[src/rtl/core/sapa_pkg.sv]
// ----------------------------------------------------------------------------
// sapa_pkg
// Shared types and constants of the shape area and perimeter accumulator:
// field widths, shape kinds, controller states and controller commands.
// ----------------------------------------------------------------------------
package sapa_pkg;

    // Field widths of the stream items
    localparam int DIM_W       = 24;
    localparam int KIND_W      = 2;
    localparam int OUT_CNT_W   = 16;
    localparam int AREA_W      = 60;
    localparam int PERIM_W     = 43;
    localparam int IN_DATA_W   = 72;
    localparam int OUT_DATA_W  = 120;
    localparam int NKINDS      = 4;
    localparam int KIDX_W      = 2;

    // Defaults of the top-level parameters
    localparam int FRAC_BITS_DEF   = 8;
    localparam int COUNT_WIDTH_DEF = 16;

    // Shared multiplier: 52 x 52 bit operands in 26 bit chunks
    localparam int OPND_W     = 52;
    localparam int CHUNK_W    = 26;
    localparam int ACC_W      = 104;
    localparam int MAC_STEPS  = 4;

    // Bit-serial square root of the 104 bit accumulator
    localparam int ROOT_W     = 52;
    localparam int REM_W      = 54;
    localparam int SQRT_STEPS = 52;
    localparam int CNT_W      = 6;

    // pi with 32 fraction bits
    localparam logic [33:0] PI_Q32 = 34'd13493037705;

    typedef enum logic [1:0] {
        KIND_RECT,
        KIND_CIRC,
        KIND_TRI,
        KIND_TRAP
    } kind_t;

    typedef enum logic [2:0] {
        ST_IDLE,
        ST_LOAD,
        ST_MAC,
        ST_POST,
        ST_SQRT,
        ST_SQFIN,
        ST_UPD,
        ST_RPT
    } state_t;

    // Operand pairs loaded into the multiplier
    typedef enum logic [3:0] {
        OPS_AB,
        OPS_AA,
        OPS_ACC_PI,
        OPS_2A_PI,
        OPS_TRI_X,
        OPS_TRI_Y,
        OPS_XY,
        OPS_DD,
        OPS_CC,
        OPS_SC
    } opsel_t;

    // Action taken on a finished product
    typedef enum logic [2:0] {
        POST_NONE,
        POST_SAVE_X,
        POST_RECT,
        POST_CIRC_AREA,
        POST_CIRC_PERIM,
        POST_SQ_START,
        POST_TRAP_SLANT,
        POST_TRAP_AREA
    } post_t;

    typedef struct packed {
        logic              load_in;
        logic              ld_ops;
        opsel_t            opsel;
        logic              mac;
        logic [1:0]        mac_idx;
        post_t             post;
        logic              sq_step;
        logic              sq_fin;
        logic              update;
        logic              rpt_load;
        logic [KIDX_W-1:0] rpt_idx;
        logic              rpt_last;
    } cmd_t;

    typedef struct packed {
        kind_t kind;
        logic  eob;
        logic  out_busy;
    } sts_t;

endpackage

[src/rtl/core/sapa_ctrl.sv]
// ----------------------------------------------------------------------------
// sapa_ctrl
// Sequencer of the accumulator: steps each shape through its products,
// square root and accumulator update, then issues the batch report.
// ----------------------------------------------------------------------------
module sapa_ctrl (
    input  logic          clk,
    input  logic          rst_n,
    input  logic          s_axis_tvalid,
    output logic          s_axis_tready,
    input  sapa_pkg::sts_t sts,
    output sapa_pkg::cmd_t cmd
);
    import sapa_pkg::*;

    state_t           state_reg, state_next;
    logic [1:0]       ph_reg, ph_next;
    logic [CNT_W-1:0] cnt_reg, cnt_next;
    opsel_t           opsel_w;
    post_t            post_w;

    // Operand pair for the current kind and phase
    always_comb
    begin
        opsel_w = OPS_AB;
        unique case (sts.kind)
            KIND_RECT: opsel_w = OPS_AB;
            KIND_CIRC: opsel_w = (ph_reg == 2'd0) ? OPS_AA :
                                 (ph_reg == 2'd1) ? OPS_ACC_PI : OPS_2A_PI;
            KIND_TRI:  opsel_w = (ph_reg == 2'd0) ? OPS_TRI_X :
                                 (ph_reg == 2'd1) ? OPS_TRI_Y : OPS_XY;
            KIND_TRAP: opsel_w = (ph_reg == 2'd0) ? OPS_DD :
                                 (ph_reg == 2'd1) ? OPS_CC : OPS_SC;
            default:   opsel_w = OPS_AB;
        endcase
    end

    // Action on each finished product
    always_comb
    begin
        post_w = POST_NONE;
        unique case (sts.kind)
            KIND_RECT: post_w = POST_RECT;
            KIND_CIRC: post_w = (ph_reg == 2'd0) ? POST_NONE :
                                (ph_reg == 2'd1) ? POST_CIRC_AREA : POST_CIRC_PERIM;
            KIND_TRI:  post_w = (ph_reg == 2'd0) ? POST_SAVE_X :
                                (ph_reg == 2'd1) ? POST_NONE : POST_SQ_START;
            KIND_TRAP: post_w = (ph_reg == 2'd0) ? POST_SAVE_X :
                                (ph_reg == 2'd1) ? POST_TRAP_SLANT : POST_TRAP_AREA;
            default:   post_w = POST_NONE;
        endcase
    end

    // Next state
    always_comb
    begin
        state_next = state_reg;
        ph_next    = ph_reg;
        cnt_next   = cnt_reg;
        unique case (state_reg)
            ST_IDLE:
            begin
                if (s_axis_tvalid)
                begin
                    state_next = ST_LOAD;
                    ph_next    = 2'd0;
                end
            end
            ST_LOAD:
            begin
                state_next = ST_MAC;
                cnt_next   = '0;
            end
            ST_MAC:
            begin
                cnt_next = cnt_reg + 1'b1;
                if (cnt_reg == CNT_W'(MAC_STEPS - 1))
                    state_next = ST_POST;
            end
            ST_POST:
            begin
                cnt_next = '0;
                unique case (sts.kind)
                    KIND_RECT: state_next = ST_UPD;
                    KIND_CIRC: state_next = (ph_reg == 2'd2) ? ST_UPD : ST_LOAD;
                    KIND_TRI:  state_next = (ph_reg == 2'd2) ? ST_SQRT : ST_LOAD;
                    KIND_TRAP: state_next = (ph_reg == 2'd0) ? ST_LOAD :
                                            (ph_reg == 2'd1) ? ST_SQRT : ST_UPD;
                    default:   state_next = ST_UPD;
                endcase
                ph_next = ph_reg + 1'b1;
            end
            ST_SQRT:
            begin
                cnt_next = cnt_reg + 1'b1;
                if (cnt_reg == CNT_W'(SQRT_STEPS - 1))
                    state_next = ST_SQFIN;
            end
            ST_SQFIN:
            begin
                state_next = (sts.kind == KIND_TRAP) ? ST_LOAD : ST_UPD;
            end
            ST_UPD:
            begin
                cnt_next   = '0;
                state_next = sts.eob ? ST_RPT : ST_IDLE;
            end
            ST_RPT:
            begin
                if (!sts.out_busy)
                begin
                    cnt_next = cnt_reg + 1'b1;
                    if (cnt_reg == CNT_W'(NKINDS - 1))
                        state_next = ST_IDLE;
                end
            end
            default: state_next = ST_IDLE;
        endcase
    end

    // Outputs
    always_comb
    begin
        s_axis_tready = 1'b0;
        cmd           = '0;
        cmd.opsel     = opsel_w;
        cmd.post      = POST_NONE;
        cmd.mac_idx   = cnt_reg[1:0];
        cmd.rpt_idx   = cnt_reg[KIDX_W-1:0];
        cmd.rpt_last  = (cnt_reg == CNT_W'(NKINDS - 1));
        unique case (state_reg)
            ST_IDLE:
            begin
                s_axis_tready = 1'b1;
                cmd.load_in   = s_axis_tvalid;
            end
            ST_LOAD:  cmd.ld_ops   = 1'b1;
            ST_MAC:   cmd.mac      = 1'b1;
            ST_POST:  cmd.post     = post_w;
            ST_SQRT:  cmd.sq_step  = 1'b1;
            ST_SQFIN: cmd.sq_fin   = 1'b1;
            ST_UPD:   cmd.update   = 1'b1;
            ST_RPT:   cmd.rpt_load = !sts.out_busy;
            default:  cmd.ld_ops   = 1'b0;
        endcase
    end

    // State registers
    always_ff @(posedge clk or negedge rst_n)
    begin
        if (!rst_n)
        begin
            state_reg <= ST_IDLE;
            ph_reg    <= '0;
            cnt_reg   <= '0;
        end
        else
        begin
            state_reg <= state_next;
            ph_reg    <= ph_next;
            cnt_reg   <= cnt_next;
        end
    end

endmodule

[config.mk]
export PLATFORM = sky130hd
export DESIGN_NAME = sapa_ctrl
export DESIGN_NICKNAME = d
export VERILOG_FILES = /design/src/rtl/core/sapa_pkg.sv /design/src/rtl/core/sapa_ctrl.sv
export SDC_FILE = /design/constraint.sdc
export NUM_CORES = 1
export LEC_CHECK = 0
export BUFFER_PORTS_ARGS = -buffer_cell sky130_fd_sc_hd__clkbuf_2
export CAP_MARGIN = 5
export CORE_MARGIN = 2
export CORE_UTILIZATION = 56
export DETAILED_ROUTE_END_ITERATION = 16
export PLACE_DENSITY = 0.94
export RECOVER_POWER = 25
export REMOVE_ABC_BUFFERS = 1
export SLEW_MARGIN = 25
export SYNTH_ARGS = -nofsm -noshare
export SYNTH_HDL_FRONTEND = slang
export SYNTH_SLANG_ARGS = --single-unit
[constraint.sdc]
create_clock -name clk -period 5.18 [get_ports clk]
set_clock_uncertainty 0.2 [all_clocks]
set_input_delay 0.777 -clock clk [delete_from_list [all_inputs] [get_ports clk]]
set_output_delay 0.777 -clock clk [all_outputs]
set_load 0.02 [all_outputs]
== Word-level counts from Yosys, hierarchy flattened ==
Cells that the tools add are included.
Word-level totals
  output and inout bits: 20
  register bits: 11
  input bits: 7
  logic and storage cells: 75
Cells by class
  muxes and demuxes: 40
  reduce and logical (&&, ||, !) cells: 11
  eq/ne operators: 19
  $add $sub $neg: 2
Operator list (count)
  3-bit 2-to-1 mux: 16
  3-bit one-hot mux with 4 select lines: 2
  3-bit one-hot mux with 8 select lines: 1
  6-bit one-hot mux with 3 select lines: 1
  4-bit one-hot mux with 4 select lines: 1
  3-bit equality test, second input constant: 4
  1-bit 2-to-1 mux: 11
  2-bit 2-to-1 mux: 5
  2-bit inequality test, second input constant: 5
  6-bit by 1-bit adder with 6-bit output, second input constant: 1
  2-bit equality test, second input constant: 3
  3-bit by 2-bit equality test with 1-bit output, second input constant: 2
  6-bit by 2-bit equality test with 1-bit output, second input constant: 1
  6-bit equality test, second input constant: 1
  6-bit 2-to-1 mux: 1
  5-bit AND reduction: 1
  2-bit by 1-bit equality test with 1-bit output, second input constant: 2
  2-bit logical NOT: 2
  4-bit 2-to-1 mux: 1
  2-bit one-hot mux with 2 select lines: 1
  2-bit AND reduction: 2
  3-bit by 1-bit equality test with 1-bit output, second input constant: 1
  3-bit logical NOT: 1
  3-bit nonzero test: 1
  5 further kinds: 5

== Logic depth before layout (Yosys ltp) ==
  depth after elaboration: 5
  depth in mapped cells: 6
  mapped depth without buffers: 6

== Worst setup path before layout ==
Ideal clock, no wire load.
  path kind: input to output
  start point: input port sts[3] (netlist bit)
  end point: output port cmd[9] (netlist bit)
  setup slack: 2440 ps
  stages: 4
  path buffers: 1
  arrival time: 1763 ps
  required time: 4203 ps
  cell sequence: buf_6 > inv_1 > maj3_1 > nor3_1
RTL lines
  from (decl): line sapa_ctrl.sv:11  | input sapa_pkg::sts_t sts,
  to (decl): line sapa_ctrl.sv:12  | output sapa_pkg::cmd_t cmd

==> metrics.yaml <==
die_w_um: 47.8
clk_latency_ns: 0.26
final-setup-viol-count: 0
grt_start_max_net_pins: 20
cp-end-kind: "output port"
grt_pass1_vias: 791
power.density_nw_per_um2: 566
ff2ff_path_depth: 5
yosys.area_share.simple_pct: 23.5
portBuffers: 26
cp-start-kind: "input port"
start_util_pct: 60.9
layoutNonFillerInstCount: 171
grt_usage_pct: 20.3
path_cells: "clkbuf_2 > inv_1 > maj3_1 > nor3_1 > clkbuf_2"
status: "finished clean"
hold_violations: 0
drv_cap: 0
placed_cell_area_sq_um: 1160
final.setup.worst_slack_ns: 2.43
via_per_inst: 5.70
cp_common_cell: "clkbuf_2"
nFillCells: 164
synthMuxAreaShare_pct: 0
ant_nets: 0
vias: 975
hold_buffers: 0
synth_compound_area_share_pct: 24.4
synth_area_leader_cell: "dfrtp_1"
crit_path_top_delay_cell: "maj3_1"
die_y_um: 47.8
cts_sinks: 11
r2r_start: "ph_reg[0]"
cts_root_buf: "clkbuf_4"
period_share_pct: 53.1
min_path_type: "input port to async pin"
worst_hold_slack_ns: 0.277
synth_adder_area_share_pct: 9.08
synth-seq-cells: 11
post-route-util_pct: 67.1
num_antenna_cells: 0
seq_power_share_pct: 29.4
critPathKind: "input port to output port"
cts_inserted_buffers: 3
cts_tree: "done"
clock_power_share_pct: 8.4
finalPower_mw: 0.670
grt-ovfl-total: 0
wl_mm: 2.11
synth_commonest_cells: "inv_1 (12), dfrtp_1 (11), nor2_1 (11)"
m1WireLength_um: 997
async_reset_ff_share_pct: 100
setup_tns_ns: 0
slew_headroom_pct: 52.2
switching_share_pct: 53.2
ys_seq_area_share_pct: 25.6
synth_edf_count: 0
critPathMaxStageDelay_ns: 0.36
dpl_worst_slack_ns: 2.44
yosysWarnings: 0
dp_hpwl_mm: 1.64
synth.most_common_cell: "inv_1"
drtPass1Iterations: 4
crit_arrival_ns: 1.77
die-area_sq_um: 2290
area_growth_pct: 10.1
path_max_fanout: 8
critPathLaunch: "sts[3]"
core-area_sq_um: 1760
routedWlPerCell_um: 12.3
clk_pin_slew_worst_paths_ns: 0.07
min_period_ns: 2.75
rsz0062_at_grt: "false"
synth_top_area_share_pct: 25.6
worstMarginPinSlew_ns: 0.716
largest_reg_flops: 6
cts_setup_buffers: 0
synth_top_family_by_area: "compound AO/OA/AOI/OAI gates"
ys.flop_type: "dfrtp_1"
first_iter_violations: 13
num_rows: 15
dpl.cell_count: 167
met2_length_um: 984
drv_slew: 0
syn_inst: 126
p_comb_share_pct: 62.2
grt_pass1_wl_mm: 3.28
layout-drive-gt1-share_pct: 27.4
syn_area_sq_um: 1070
crit_required_ns: 4.20
antenna_found_initial: 0
drc: 0
power.switching_mw: 0.357
internal-power_mw: 0.313
htree_levels: 1
finalNetCount: 161
power_leakage_nw: 0.594
ios: 27
synthXorXnorAreaFrac_pct: 5.59
yosys-top-cells-area: "dfrtp_1 (26%), ha_1 (8.1%), buf_4 (4.2%)"
vdd_drop_max_uv: 413
cts_resized: 0
gp_congestion: 0.852
synth.distinct_cells: 48
fmax_ghz: 0.364
clk_path_buf_depth: 2
stdcell_area_sq_um: 1180
dr.max_layer_used: "met4"
synth_area_per_cell_sq_um: 8.53
met3_length_um: 110
cell families (layout without fill, tap and decap cells):
logic type,after synthesis,in the layout
XOR/XNOR,6,6
AO/OA/AOI/OAI,36,36
adder cells (fa/ha/maj),8,8
AND/OR/NAND/NOR,42,42
flip-flops,11,11
buffers and inverters,23,43
power groups by stage:
| stage | logic [mW] | registers (mW) | clock network [mW] |
|---|---|---|---|
| after floorplan | 0.299 | 0.197 | 0 |
| after global placement | 0.407 | 0.194 | 0 |
| after detailed placement | 0.417 | 0.197 | 0 |
| after CTS | 0.418 | 0.196 | 0.0576 |
| after global routing | 0.463 | 0.202 | 0.0646 |
| final | 0.417 | 0.197 | 0.0560 |
placed cells by master (no fill, tap or decap), drive strengths merged, types with 3 or more instances in the layout:
master	instances
ha	7
nand3	7
a21oi	8
xor2	5
nor3	6
clkbuf	30
nand2	6
inv	12
and2	3
nor2	11
dfrtp	11
o21ai	8
worst max-delay path: cells and delay by family:
kind                       cells  cell delay, ns
adders and majority gates      1            0.36
buffers and inverters          3            0.51
and+or+nand+nor                1            0.13
final timing paths:
check | to | slack, ns
worst max-delay path | cmd[9] | 2.43
worst max register to register | state_reg[1] | 3.31
worst min-delay path | cnt_reg[1] | 0.28
max in group asynchronous | ph_reg[0] | 4.12
worst min register to register | ph_reg[0] | 0.34
min in group clk | ph_reg[0] | 0.34
metal layers:
| metal | vias up | track usage, % |
|---|---|---|
| met5 | - | 0 |
| met4 | 0 | 5.95 |
| met3 | 4 | 4.15 |
| met2 | 29 | 32.5 |
| met1 | 460 | 27.8 |
| li1 | 482 | - |
cell type report:
type / instances / area, sq um / share of cell area (%)
Multi-Input combinational cell: 92 / 673 / 56.9
Inverter: 13 / 48.8 / 4.12
Tap cell: 25 / 31.3 / 2.64
Clock buffer: 4 / 26.3 / 2.22
Timing Repair Buffer: 26 / 129 / 10.9
Sequential cell: 11 / 275 / 23.3
(Power assumes the default switching activity.)
